<file path="config.mk">
export PLATFORM = sky130hd
export DESIGN_NAME = rgb_gamma_interpolating_lut_core
export DESIGN_NICKNAME = d
export VERILOG_FILES = /design/src/sv/rgbgl_pkg.sv /design/src/sv/rgb_gamma_interpolating_lut_core.sv /design/src/sv/rgbgl_lane.sv /design/src/sv/rgbgl_merge.sv
export SDC_FILE = /design/constraint.sdc
export NUM_CORES = 1
export LEC_CHECK = 0
export ABC_AREA = 1
export BUFFER_PORTS_ARGS = -buffer_cell sky130_fd_sc_hd__buf_4
export CAP_MARGIN = 40
export CELL_PAD_IN_SITES_DETAIL_PLACEMENT = 1
export CELL_PAD_IN_SITES_GLOBAL_PLACEMENT = 2
export CORE_MARGIN = 2
export CORE_UTILIZATION = 34
export DETAILED_ROUTE_END_ITERATION = 10
export PLACE_DENSITY = 0.82
export REMOVE_ABC_BUFFERS = 1
export SLEW_MARGIN = 20
export SYNTH_ARGS = -nofsm -noshare
export SYNTH_HDL_FRONTEND = slang
export SYNTH_SLANG_ARGS = --single-unit
</file>
<file path="constraint.sdc">
create_clock -name aclk -period 4.7 [get_ports aclk]
set_input_delay 1.175 -clock aclk [delete_from_list [all_inputs] [get_ports aclk]]
set_output_delay 1.175 -clock aclk [all_outputs]
set_load 0.03 [all_outputs]
</file>
<file path="src/sv/rgbgl_pkg.sv">
// Shared types, constants and gamma tables for the RGB gamma LUT core.
// No dependencies; every other file refers to this package by scoped names.
`timescale 1ns / 1ps
`default_nettype none

package rgbgl_pkg;

    localparam int unsigned PIX_W   = 8;
    localparam int unsigned FRAC_W  = 3;
    localparam int unsigned SEG_W   = PIX_W - FRAC_W;
    localparam int unsigned IDX_W   = SEG_W + 1;
    localparam int unsigned LVL_W   = 12;
    localparam int unsigned GRN_W   = 11;
    localparam int unsigned SUM_W   = LVL_W + FRAC_W;
    localparam int unsigned TAB_LEN = 33;

    typedef enum logic [1:0] {
        CH_RED   = 2'd0,
        CH_GREEN = 2'd1,
        CH_BLUE  = 2'd2
    } chan_t;

    typedef logic [LVL_W-1:0] level_t;

    // Entry k = round(max * (8k/256)^2.5), max 2048 / 1024 / 4095.
    localparam level_t RED_TAB [TAB_LEN] = '{
        12'd0,    12'd0,    12'd2,    12'd6,    12'd11,   12'd20,   12'd31,
        12'd46,   12'd64,   12'd86,   12'd112,  12'd142,  12'd176,  12'd215,
        12'd259,  12'd308,  12'd362,  12'd421,  12'd486,  12'd556,  12'd632,
        12'd715,  12'd803,  12'd897,  12'd998,  12'd1105, 12'd1219, 12'd1339,
        12'd1467, 12'd1601, 12'd1743, 12'd1892, 12'd2048
    };

    localparam level_t GRN_TAB [TAB_LEN] = '{
        12'd0,    12'd0,    12'd1,    12'd3,    12'd6,    12'd10,   12'd16,
        12'd23,   12'd32,   12'd43,   12'd56,   12'd71,   12'd88,   12'd108,
        12'd130,  12'd154,  12'd181,  12'd211,  12'd243,  12'd278,  12'd316,
        12'd357,  12'd401,  12'd448,  12'd499,  12'd552,  12'd609,  12'd670,
        12'd733,  12'd801,  12'd871,  12'd946,  12'd1024
    };

    localparam level_t BLU_TAB [TAB_LEN] = '{
        12'd0,    12'd1,    12'd4,    12'd11,   12'd23,   12'd40,   12'd62,
        12'd92,   12'd128,  12'd172,  12'd224,  12'd284,  12'd353,  12'd431,
        12'd518,  12'd616,  12'd724,  12'd842,  12'd972,  12'd1112, 12'd1265,
        12'd1429, 12'd1605, 12'd1793, 12'd1995, 12'd2209, 12'd2437, 12'd2678,
        12'd2933, 12'd3202, 12'd3485, 12'd3783, 12'd4095
    };

    function automatic level_t lut_entry(input chan_t ch, input logic [IDX_W-1:0] idx);
        level_t val;
        val = '0;
        unique case (ch)
            CH_RED:   val = RED_TAB[idx];
            CH_GREEN: val = GRN_TAB[idx];
            default:  val = BLU_TAB[idx];
        endcase
        return val;
    endfunction

endpackage

`default_nettype wire

</file>
<file path="src/sv/rgb_gamma_interpolating_lut_core.sv">
// Top level of the RGB gamma LUT core: three interpolating lanes and the
// merging output stage. Depends on rgbgl_pkg, rgbgl_lane and rgbgl_merge.
//
//   Channel   Direction  Handshake          Payload
//   s_        in         s_valid/s_ready    s_red_in, s_green_in, s_blue_in (8b)
//   m_        out        m_valid/m_ready    m_red_drive (12b), m_green_drive (11b),
//                                           m_blue_drive (12b)
//
// One pixel per cycle unless m_ready stalls the output; a result passes through
// the lookup register in each lane and then the output register.
// Reset (aresetn, synchronous) empties both stages; the tables are constants.
// A stall on m_ready fills the output stage and then the lookup stage before
// s_ready drops.
`timescale 1ns / 1ps
`default_nettype none

module rgb_gamma_interpolating_lut_core (
    input  wire logic                          aclk,
    input  wire logic                          aresetn,
    input  wire logic                          s_valid,
    output logic                               s_ready,
    input  wire logic [rgbgl_pkg::PIX_W-1:0]   s_red_in,
    input  wire logic [rgbgl_pkg::PIX_W-1:0]   s_green_in,
    input  wire logic [rgbgl_pkg::PIX_W-1:0]   s_blue_in,
    output logic                               m_valid,
    input  wire logic                          m_ready,
    output logic      [rgbgl_pkg::LVL_W-1:0]   m_red_drive,
    output logic      [rgbgl_pkg::GRN_W-1:0]   m_green_drive,
    output logic      [rgbgl_pkg::LVL_W-1:0]   m_blue_drive
);

    logic                        lane_load;
    logic [rgbgl_pkg::LVL_W-1:0] red_lvl, grn_lvl, blu_lvl;

    rgbgl_lane u_lane_red (
        .aclk  (aclk),
        .chan  (rgbgl_pkg::CH_RED),
        .load  (lane_load),
        .pix   (s_red_in),
        .level (red_lvl)
    );

    rgbgl_lane u_lane_green (
        .aclk  (aclk),
        .chan  (rgbgl_pkg::CH_GREEN),
        .load  (lane_load),
        .pix   (s_green_in),
        .level (grn_lvl)
    );

    rgbgl_lane u_lane_blue (
        .aclk  (aclk),
        .chan  (rgbgl_pkg::CH_BLUE),
        .load  (lane_load),
        .pix   (s_blue_in),
        .level (blu_lvl)
    );

    rgbgl_merge u_merge (
        .aclk          (aclk),
        .aresetn       (aresetn),
        .s_valid       (s_valid),
        .s_ready       (s_ready),
        .lane_load     (lane_load),
        .red_lvl       (red_lvl),
        .grn_lvl       (grn_lvl),
        .blu_lvl       (blu_lvl),
        .m_valid       (m_valid),
        .m_ready       (m_ready),
        .m_red_drive   (m_red_drive),
        .m_green_drive (m_green_drive),
        .m_blue_drive  (m_blue_drive)
    );

endmodule

`default_nettype wire

</file>
<file path="src/sv/rgbgl_lane.sv">
// One color lane: table lookup into a registered stage, then the weighted
// interpolation of the two neighboring entries. Depends on rgbgl_pkg.
`timescale 1ns / 1ps
`default_nettype none

module rgbgl_lane (
    input  wire logic                          aclk,
    input  wire rgbgl_pkg::chan_t              chan,
    input  wire logic                          load,
    input  wire logic [rgbgl_pkg::PIX_W-1:0]   pix,
    output logic      [rgbgl_pkg::LVL_W-1:0]   level
);

    logic [rgbgl_pkg::LVL_W-1:0]  lo_reg, lo_next;
    logic [rgbgl_pkg::LVL_W-1:0]  hi_reg, hi_next;
    logic [rgbgl_pkg::FRAC_W-1:0] frac_reg;
    logic [rgbgl_pkg::IDX_W-1:0]  seg;
    logic [rgbgl_pkg::FRAC_W:0]   lo_wt;
    logic [rgbgl_pkg::SUM_W:0]    mix;

    assign seg     = {1'b0, pix[rgbgl_pkg::PIX_W-1:rgbgl_pkg::FRAC_W]};
    assign lo_next = rgbgl_pkg::lut_entry(chan, seg);
    assign hi_next = rgbgl_pkg::lut_entry(chan, seg + 1'b1);

    always_ff @(posedge aclk) begin
        if (load) begin
            lo_reg   <= lo_next;
            hi_reg   <= hi_next;
            frac_reg <= pix[rgbgl_pkg::FRAC_W-1:0];
        end
    end

    // The two weights always sum to eight, so the sum stays below 2^15.
    assign lo_wt = (rgbgl_pkg::FRAC_W + 1)'(1 << rgbgl_pkg::FRAC_W) - {1'b0, frac_reg};
    assign mix   = (rgbgl_pkg::SUM_W + 1)'(lo_reg * lo_wt)
                 + (rgbgl_pkg::SUM_W + 1)'(hi_reg * frac_reg);
    assign level = mix[rgbgl_pkg::FRAC_W +: rgbgl_pkg::LVL_W];

endmodule

`default_nettype wire

</file>
<file path="src/sv/rgbgl_merge.sv">
// Merging stage: gathers the three lane levels into the output register and
// runs the two-stage valid/ready control. Depends on rgbgl_pkg.
`timescale 1ns / 1ps
`default_nettype none

module rgbgl_merge (
    input  wire logic                          aclk,
    input  wire logic                          aresetn,
    input  wire logic                          s_valid,
    output logic                               s_ready,
    output logic                               lane_load,
    input  wire logic [rgbgl_pkg::LVL_W-1:0]   red_lvl,
    input  wire logic [rgbgl_pkg::LVL_W-1:0]   grn_lvl,
    input  wire logic [rgbgl_pkg::LVL_W-1:0]   blu_lvl,
    output logic                               m_valid,
    input  wire logic                          m_ready,
    output logic      [rgbgl_pkg::LVL_W-1:0]   m_red_drive,
    output logic      [rgbgl_pkg::GRN_W-1:0]   m_green_drive,
    output logic      [rgbgl_pkg::LVL_W-1:0]   m_blue_drive
);

    logic v1_reg, v1_next;
    logic v2_reg, v2_next;
    logic out_load;
    logic [rgbgl_pkg::LVL_W-1:0] red_reg, blu_reg;
    logic [rgbgl_pkg::GRN_W-1:0] grn_reg;

    // Each stage takes new data when it is empty or its contents move on.
    assign out_load  = !v2_reg || m_ready;
    assign lane_load = !v1_reg || out_load;
    assign s_ready   = lane_load;
    assign v1_next   = lane_load ? s_valid : v1_reg;
    assign v2_next   = out_load  ? v1_reg  : v2_reg;

    always_ff @(posedge aclk) begin
        if (!aresetn) begin
            v1_reg <= 1'b0;
            v2_reg <= 1'b0;
        end else begin
            v1_reg <= v1_next;
            v2_reg <= v2_next;
        end
    end

    always_ff @(posedge aclk) begin
        if (out_load && v1_reg) begin
            red_reg <= red_lvl;
            grn_reg <= grn_lvl[rgbgl_pkg::GRN_W-1:0];
            blu_reg <= blu_lvl;
        end
    end

    assign m_valid       = v2_reg;
    assign m_red_drive   = red_reg;
    assign m_green_drive = grn_reg;
    assign m_blue_drive  = blu_reg;

endmodule

`default_nettype wire

</file>
==> results of run 1 <==
-- stage by stage --
| step | cells | power [mW] | utilization |
|---|---|---|---|
| finish | 2567 | 8.76 | 0.399 |
| global route | 2567 | 9.68 | 0.399 |
| CTS | 2559 | 8.25 | 0.388 |
| detailed placement | 2527 | 6.88 | 0.375 |
| global placement | 2525 | 6.72 | 0.374 |
| floorplan | 1881 | 5.25 | - |
-- placed cells by master, fill, tap and decap left out, types with 14 or more instances in the layout --
cell type | netlist | final
nand2_1 | 525 | 518
inv_1 | 432 | 430
nor2_1 | 154 | 149
fa_1 | 147 | 147
edfxtp_1 | 112 | 112
buf_4 | 11 | 109
nand3_1 | 102 | 101
ha_1 | 107 | 86
o21ai_0 | 84 | 79
a21oi_1 | 82 | 70
clkbuf_16 | 0 | 17
xor2_1 | 18 | 16
ha_4 | 0 | 16
nand4_1 | 15 | 15
nand2_2 | 8 | 14
-- critical path: cells and delay by family, from the launching register on --
family	cells	cell delay (ns)
fa+ha+maj	6	2.51
buf+inv	6	0.56
simple gates	9	0.56
flops	1	0.46
xor+xnor	1	0.21
-- report_power, final --
part           internal, mW  switching (mW)  leakage, nW  total, mW
clock                 0.730           0.568        0.265       1.30
sequential             1.53           0.133         1.20       1.66
combinational          2.30            3.50         7.64       5.80
-- metal layers --
metal  up-vias  wire (um)  GRT usage
li1       6100          -          -
met1      6090      19100      0.255
met2       143      19800      0.335
met3        33        983     0.0220
met4         0        601     0.0526
met5         -          0          0
-- cells by family (layout without fill, tap and decap cells) --
| family | after synthesis | in the layout |
|---|---|---|
| and+or+nand+nor | 830 | 830 |
| adders and majority gates | 254 | 254 |
| xor gates and xnor gates | 25 | 25 |
| AOI/OAI and AO/OA | 213 | 213 |
| buffers and inverters | 498 | 592 |
| DFF | 114 | 114 |
-- final timing paths --
path | endpoint | slack (ns) | start | cells after the start
setup / recovery | u_merge.m_red_drive[11] | 0.18 | u_lane_red.frac_reg[0] | 22
hold / removal | u_merge.m_valid | 0.56 | u_merge.v1_reg | 2
setup reg to reg | u_merge.m_red_drive[11] | 0.18 | u_lane_red.frac_reg[0] | 22
hold reg to reg | u_merge.m_valid | 0.56 | u_merge.v1_reg | 2
-- final cells by class --
cell class	instances	area (um^2)	area share
timing repair buffer	115	927	0.0555
sequential	114	3400	0.204
tap	539	674	0.0404
inverter	445	1670	0.100
clock buffer	18	429	0.0257
multi-input combinational	1322	9460	0.567
clock inverter	14	131	0.00787
-- repair_timing --
item | 4_1_cts | 5_1_grt
gates cloned | 0 | 1
endpoints found under the setup margin | 4 | 26
buffers inserted | 0 | 7
hold buffers | 0 | 0
pin swaps | 0 | 9
resized for setup | 3 | 77
==> results.json, run 1 <==
{
  "fin_crit_sh": 0.962,
  "crit_fanout": 5,
  "synth-xor-area-share": 0.0168,
  "critPathSlowestCell": "fa_1",
  "power.density_mw_per_mm2": 525,
  "crit_top_cell": "nand2_1",
  "root_buffer": "clkbuf_16",
  "antenna_cells": 0,
  "path_cells": "inv_2 -> ha_4 -> xor2_4 -> buf_6 -> nor2_2 -> fa_1 -> fa_1 -> fa_1 -> inv_1 -> fa_1 -> inv_1 -> ha_2 -> nand2_1 -> nand2_1 -> nand2_1 -> nand2_1 -> inv_1 -> nor2_1 -> nor2_1 -> buf_4 -> nand3_1 -> nand2_1",
  "finalWorstSetupSlack_ns": 0.176,
  "synth_top_cell_by_area": "edfxtp_1",
  "final_nets": 2297,
  "gp_congestion": 0.885,
  "yosys_most_used_dff": "edfxtp_1",
  "core_area_mm2": 0.0419,
  "tightest_slew_ns": 0.605,
  "placed_area_mm2": 0.0157,
  "ant_nets": 0,
  "area.growth.synth_to_final_pct": 15.9,
  "routed_wl_um": 40400,
  "setup_viol_count_final": 0,
  "drive_gt1_frac": 0.116,
  "synthCells": 1934,
  "crit_arrival_ns": 4.74,
  "wl_per_cell_um": 15.7,
  "yosysMostFrequentCell": "nand2_1",
  "vias": 12400,
  "grt_max_degree": 62,
  "required_ns": 4.92,
  "avgSynthCellArea_um2": 7.45,
  "fin_hold_ws_ns": 0.563,
  "die_area_mm2": 0.0440,
  "grt_first_pass_wirelength_um": 68000,
  "antenna_found_initial": 0,
  "dp_slack_ns": -0.0278,
  "synth_area_mm2": 0.0144,
  "synth-compound-area-share": 0.0812,
  "cts_num_sinks": 114,
  "htreeDepth": 4,
  "clockBufferDepth": 2,
  "ys_seq_area_frac": 0.236,
  "synth-adder-area-share": 0.297,
  "grt_pass1_vias": 13500,
  "setup_tns_ns": 0,
  "hold_viol": 0,
  "status": "finished clean",
  "drc": 0,
  "async_flop_share": 0,
  "post_drt_via_cell_ratio": 4.82,
  "max_stage_delay_ns": 0.51,
  "yosysWarnings": 0,
  "finClkSkew_ns": 0.0163,
  "fillers": 5182,
  "cts_tree": "built",
  "hpwl_um": 32500,
  "relSlewSlack": 0.596,
  "drv_slew": 0,
  "cts.clk_slew.worst_paths_ns": 0.06,
  "netlist_top_cells_count": "nand2_1 (525), inv_1 (432), nor2_1 (154), fa_1 (147), edfxtp_1 (112)",
  "synth_cell_types": 46,
  "synth_edf_count": 112,
  "clock_latency_ns": 0.46,
  "synth_top_family_by_area": "adder cells",
  "max_cap_viol_count": 0,
  "final_design_area_no_fill_mm2": 0.0167,
  "hp-class": "flop to flop",
  "first_pass_iters": 5,
  "cp-end-kind": "flop",
  "ir_drop_v": 0.000324,
  "timing.fmax_mhz": 221,
  "rows": 75,
  "portBuffers": 64,
  "yosysTopAreaCellShare": 0.234,
  "grt_usage": 0.193,
  "power_leakage_nw": 9.11,
  "synth_simple_gate_area_frac": 0.234,
  "yosys-top-cells-area": "edfxtp_1 (23%), fa_1 (20%), nand2_1 (14%)",
  "detail_route.iter0.violations": 665,
  "synthMuxAreaShare": 0,
  "cts_buffers": 17,
  "initial_core_util": 0.344,
  "dieHeight_um": 210,
  "grt_remaining_overflow": 0,
  "cp-start-kind": "flop",
  "criticalPathCategory": "flop to flop",
  "synth_seq_cells": 114,
  "min_period_ns": 4.52,
  "ios": 65,
  "die_w_um": 210
}
(Power assumes the default switching activity.)
==> run 2: changes to the inputs <==
--- a/config.mk
+++ b/config.mk
@@ -13,8 +13,9 @@
 export CORE_MARGIN = 2
 export CORE_UTILIZATION = 34
 export DETAILED_ROUTE_END_ITERATION = 10
-export PLACE_DENSITY = 0.82
+export PLACE_DENSITY = 0.78
 export REMOVE_ABC_BUFFERS = 1
+export SKIP_LAST_GASP = 1
 export SLEW_MARGIN = 20
 export SYNTH_ARGS = -nofsm -noshare
 export SYNTH_HDL_FRONTEND = slang
==> results.json, run 2 (same netlist as run 1, synthesis figures left out) <==
{
  "area.growth.synth_to_final_pct": 15.9,
  "ant_nets": 0,
  "core_area_mm2": 0.0419,
  "timing.fmax_mhz": 222,
  "hpwl_um": 32600,
  "power.density_mw_per_mm2": 517,
  "power_leakage_nw": 9.14,
  "holdPathEnd": "u_merge.m_valid",
  "final_design_area_no_fill_mm2": 0.0167,
  "max_cap_viol_count": 0,
  "mostFrequentLayoutCell": "nand2_1",
  "ios": 65,
  "path_cells": "inv_1 -> ha_2 -> or2_4 -> nand2_4 -> buf_12 -> nor2_1 -> fa_1 -> fa_1 -> fa_1 -> inv_2 -> fa_1 -> inv_2 -> ha_4 -> nand2_4 -> nor3_4 -> and2_4 -> nand2_2 -> nand3_1 -> nand2_1",
  "placed_area_mm2": 0.0156,
  "layout_common_cells": "nand2_1 (516), inv_1 (428), nor2_1 (149), fa_1 (145), buf_4 (113)",
  "gp_congestion": 0.880,
  "worstReg2RegEnd": "u_merge.m_blue_drive[10]",
  "fin_cells": 2571,
  "worst-r2r-setup-slack_ns": 0.19,
  "status": "finished clean",
  "final_nets": 2301,
  "critPathTopFamily": "adder cells",
  "initial_core_util": 0.344,
  "hp-start": "u_merge.v1_reg",
  "grt_max_degree": 64,
  "rsz0062_at_grt": "true",
  "cp-start-kind": "flop",
  "crit_fanout": 6,
  "dieHeight_um": 210,
  "crit_top_cell": "fa_1",
  "detail_route.iter0.violations": 590,
  "cts_num_sinks": 114,
  "fin_crit_sh": 0.960,
  "dp_cells": 2524,
  "cts_hold_buf": 0,
  "vias": 12300,
  "r2r_start": "u_lane_blue.frac_reg[0]",
  "rows": 75,
  "critPathSlowestCell": "fa_1",
  "tightest_slew_ns": 0.609,
  "hp-class": "flop to flop",
  "max_stage_delay_ns": 0.58,
  "grt_first_pass_wirelength_um": 66700,
  "die_w_um": 210,
  "required_ns": 4.91,
  "first_pass_iters": 4,
  "antenna_cells": 0,
  "cts_tree": "built",
  "post_drt_via_cell_ratio": 4.77,
  "cp_num_buf_inv": 4,
  "clockBufferDepth": 2,
  "drive_gt1_frac": 0.120,
  "die_area_mm2": 0.0440,
  "portBuffers": 64,
  "cts.clk_slew.worst_paths_ns": 0.06,
  "clock_latency_ns": 0.46,
  "wl_per_cell_um": 15.7,
  "htreeDepth": 4,
  "drc": 0,
  "crit_arrival_ns": 4.72,
  "drv_slew": 0,
  "grt_remaining_overflow": 0,
  "worstHoldPathCells": 2,
  "routed_wl_um": 40400,
  "min_period_ns": 4.51,
  "hold_viol": 0,
  "cts_buffers": 17,
  "ir_drop_v": 0.000251,
  "setup_viol_count_final": 0,
  "grt_usage": 0.190,
  "root_buffer": "clkbuf_16",
  "cp-end-kind": "flop",
  "grt_pass1_vias": 13000,
  "criticalPathCategory": "flop to flop",
  "finClkSkew_ns": 0.0144,
  "relSlewSlack": 0.594,
  "r2r_cells": 19,
  "antenna_found_initial": 0
}
[run 2: layer usage]
layer / GRT usage / routed length [um]
met5: 0 / 0
met4: 0.0518 / 493
met3: 0.0204 / 822
met2: 0.332 / 19900
met1: 0.251 / 19200
[run 2: area by class of cell]
cell class                      instances  area [um^2]
Fill cell                            5176        25200
Clock buffer                           17          425
Timing Repair Buffer                  119          955
Clock inverter                         15          156
Sequential cell                       114         3400
Tap cell                              539          674
Multi-Input combinational cell       1322         9400
Inverter                              445         1670
[run 2: worst max path at each step]
stage | from | to | slack [ns] | depth (start not counted)
detailed placement | u_lane_red.frac_reg[1] | u_merge.m_red_drive[11] | -0.02 | 17
CTS | u_lane_blue.frac_reg[0] | u_merge.m_blue_drive[10] | -0.02 | 19
floorplan | u_lane_red.frac_reg[0] | u_merge.m_red_drive[11] | -0.16 | 18
finish | u_lane_blue.frac_reg[0] | u_merge.m_blue_drive[10] | 0.19 | 19
global route | u_lane_red.frac_reg[0] | u_merge.m_red_drive[7] | -0.05 | 21
global placement | u_lane_blue.frac_reg[0] | u_merge.m_blue_drive[11] | 0.06 | 19
[run 2: where the power goes]
| part | switching (mW) | internal [mW] |
|---|---|---|
| clock | 0.553 | 0.782 |
| combinational | 3.43 | 2.21 |
| sequential | 0.130 | 1.53 |
| total | 4.11 | 4.51 |
[run 2: per-stage QoR]
| step | utilization | worst slack, ns | hold WS (ns) | TNS, ns | power [mW] |
|---|---|---|---|---|---|
| after global placement | 0.373 | 0.0569 | 0.544 | 0 | 6.76 |
| after floorplan | - | -0.164 | 0.448 | -0.890 | 5.25 |
| after global routing | 0.399 | -0.0486 | 0.604 | -0.193 | 9.57 |
| after detailed placement | 0.374 | -0.0168 | 0.565 | -0.0303 | 6.88 |
| after CTS | 0.388 | -0.0183 | 0.574 | -0.0183 | 8.26 |
| final | 0.399 | 0.190 | 0.569 | 0 | 8.62 |
[run 2: worst register-to-register path: stages, from the launching register on]
cell and delay, ns:
edfxtp_1 0.37, inv_1 0.06, ha_2 0.18, or2_4 0.25
nand2_4 0.10, buf_12 0.12, nor2_1 0.05, fa_1 0.58
fa_1 0.45, fa_1 0.58, inv_2 0.06, fa_1 0.52
inv_2 0.05, ha_4 0.29, nand2_4 0.08, nor3_4 0.21
and2_4 0.17, nand2_2 0.05, nand3_1 0.06, nand2_1 0.05
[run 2: repair_timing]
item	CTS	global route
cloned	0	2
buffers inserted	0	13
pin swaps	0	18
gates resized for setup	2	84
endpoints found under the setup margin	3	28
==> run 3: changes to the inputs <==
--- a/config.mk
+++ b/config.mk
@@ -13,7 +13,7 @@
 export CORE_MARGIN = 2
 export CORE_UTILIZATION = 34
 export DETAILED_ROUTE_END_ITERATION = 10
-export PLACE_DENSITY = 0.78
+export PLACE_DENSITY = 0.75
 export REMOVE_ABC_BUFFERS = 1
 export SKIP_LAST_GASP = 1
 export SLEW_MARGIN = 20
==> results.json, run 3 (same netlist as run 1, synthesis figures left out) <==
{
  "detail_route.iter0.violations": 630,
  "holdPathEnd": "u_merge.m_valid",
  "dp_slack_ns": -0.0574,
  "die_area_mm2": 0.0440,
  "power_leakage_nw": 9.12,
  "ios": 65,
  "r2r_start": "u_lane_blue.frac_reg[0]",
  "tightest_slew_ns": 0.588,
  "cts.clk_slew.worst_paths_ns": 0.06,
  "initial_core_util": 0.344,
  "timing.fmax_mhz": 221,
  "clock_latency_ns": 0.45,
  "first_pass_iters": 6,
  "dieHeight_um": 210,
  "hpwl_um": 32300,
  "worst-r2r-setup-slack_ns": 0.17,
  "area.growth.synth_to_final_pct": 15.5,
  "gp_congestion": 0.902,
  "clockBufferDepth": 2,
  "drv_slew": 0,
  "ant_nets": 0,
  "hold_viol": 0,
  "mostFrequentLayoutCell": "nand2_1",
  "routed_wl_um": 40100,
  "fin_crit_sh": 0.963,
  "hp-class": "flop to flop",
  "cp-start-kind": "flop",
  "drc": 0,
  "crit_fanout": 5,
  "worstHoldPathCells": 2,
  "grt_remaining_overflow": 0,
  "htreeDepth": 4,
  "finalWorstSetupSlack_ns": 0.172,
  "criticalPathCategory": "flop to flop",
  "p_total_mw": 8.61,
  "setup_tns_ns": 0,
  "cp-end-kind": "flop",
  "grt_max_degree": 62,
  "grt_pass1_vias": 13300,
  "antenna_found_initial": 0,
  "relSlewSlack": 0.607,
  "core_area_mm2": 0.0419,
  "cts_tree": "built",
  "cts_hold_buf": 0,
  "rsz0062_at_grt": "true",
  "grt_first_pass_wirelength_um": 66800,
  "fin_hold_ws_ns": 0.574,
  "rows": 75,
  "wl_per_cell_um": 15.6,
  "worstReg2RegEnd": "u_merge.m_blue_drive[9]",
  "required_ns": 4.91,
  "vias": 12300,
  "min_period_ns": 4.53,
  "post_drt_via_cell_ratio": 4.78,
  "antenna_cells": 0,
  "max_cap_viol_count": 0,
  "layout_common_cells": "nand2_1 (517), inv_1 (430), nor2_1 (147), fa_1 (146)",
  "portBuffers": 64,
  "cts_num_sinks": 114,
  "drive_gt1_frac": 0.115,
  "crit_arrival_ns": 4.74,
  "critPathLaunch": "u_lane_blue.frac_reg[0]",
  "grt_usage": 0.189,
  "hp-start": "u_merge.v1_reg",
  "setup_viol_count_final": 0,
  "finClkSkew_ns": 0.00970,
  "die_w_um": 210,
  "status": "finished clean",
  "final_nets": 2299,
  "cts_buffers": 17,
  "root_buffer": "clkbuf_16",
  "ir_drop_v": 0.000219,
  "power.density_mw_per_mm2": 518,
  "r2r_cells": 18
}
-- run 3: routing by layer --
metal  vias up  track usage  share of wire
li1       6100            -              -
met1      5982        0.249           0.48
met2       158        0.324           0.48
met3        43       0.0206          0.023
met4         0       0.0636          0.022
met5         -            0              0
-- run 3: cell type report --
| cell class | instances | area [um^2] |
|---|---|---|
| Timing Repair Buffer | 117 | 922 |
| Multi-Input combinational cell | 1322 | 9370 |
| Clock inverter | 14 | 161 |
| Clock buffer | 18 | 429 |
| Tap cell | 539 | 674 |
| Sequential cell | 114 | 3400 |
| Inverter | 445 | 1670 |
| Fill cell | 5199 | 25200 |
-- run 3: timing repair --
action                                  in CTS  in global routing
gates cloned                                 0                  1
gates resized for setup                      3                 76
pin swaps                                    0                 13
setup buffers                                0                 11
endpoints found under the setup margin       4                 28
-- run 3: critical path, cell delays in order, from the launching register on --
cell and delay, ns:
edfxtp_1 0.40, inv_1 0.07, ha_2 0.19, or2_4 0.24, nand2_2 0.10, buf_4 0.14
nor2_1 0.05, fa_1 0.49, fa_2 0.57, inv_1 0.05, fa_1 0.47, inv_1 0.05
fa_1 0.48, ha_4 0.30, nand2_1 0.10, o21ai_1 0.28, nand3_1 0.14, nand3_1 0.10
nand2_1 0.05
-- run 3: where the power goes --
group          internal (mW)  leakage (nW)  switching, mW  total, mW
Combinational           2.19          7.64           3.42       5.60
Sequential              1.53          1.20          0.128       1.65
Clock                  0.828         0.283          0.529       1.36
Total                   4.54          9.12           4.07       8.61
-- run 3: worst max-delay path by stage --
stage | to | slack [ns] | depth (start not counted)
global route | u_merge.m_blue_drive[10] | -0.05 | 21
global placement | u_merge.m_red_drive[11] | -0.02 | 17
detailed placement | u_merge.m_red_drive[11] | -0.06 | 17
CTS | u_merge.m_blue_drive[10] | 0.03 | 21
floorplan | u_merge.m_red_drive[11] | -0.16 | 18
finish | u_merge.m_blue_drive[9] | 0.17 | 18
-- run 3: metrics by stage --
step                      utilization  cells  area, um^2
after floorplan                     -   1881       14100
after global placement          0.373   2524       15600
after detailed placement        0.374   2525       15700
after CTS                       0.388   2557       16200
after global routing            0.397   2569       16600
final                           0.397   2569       16600
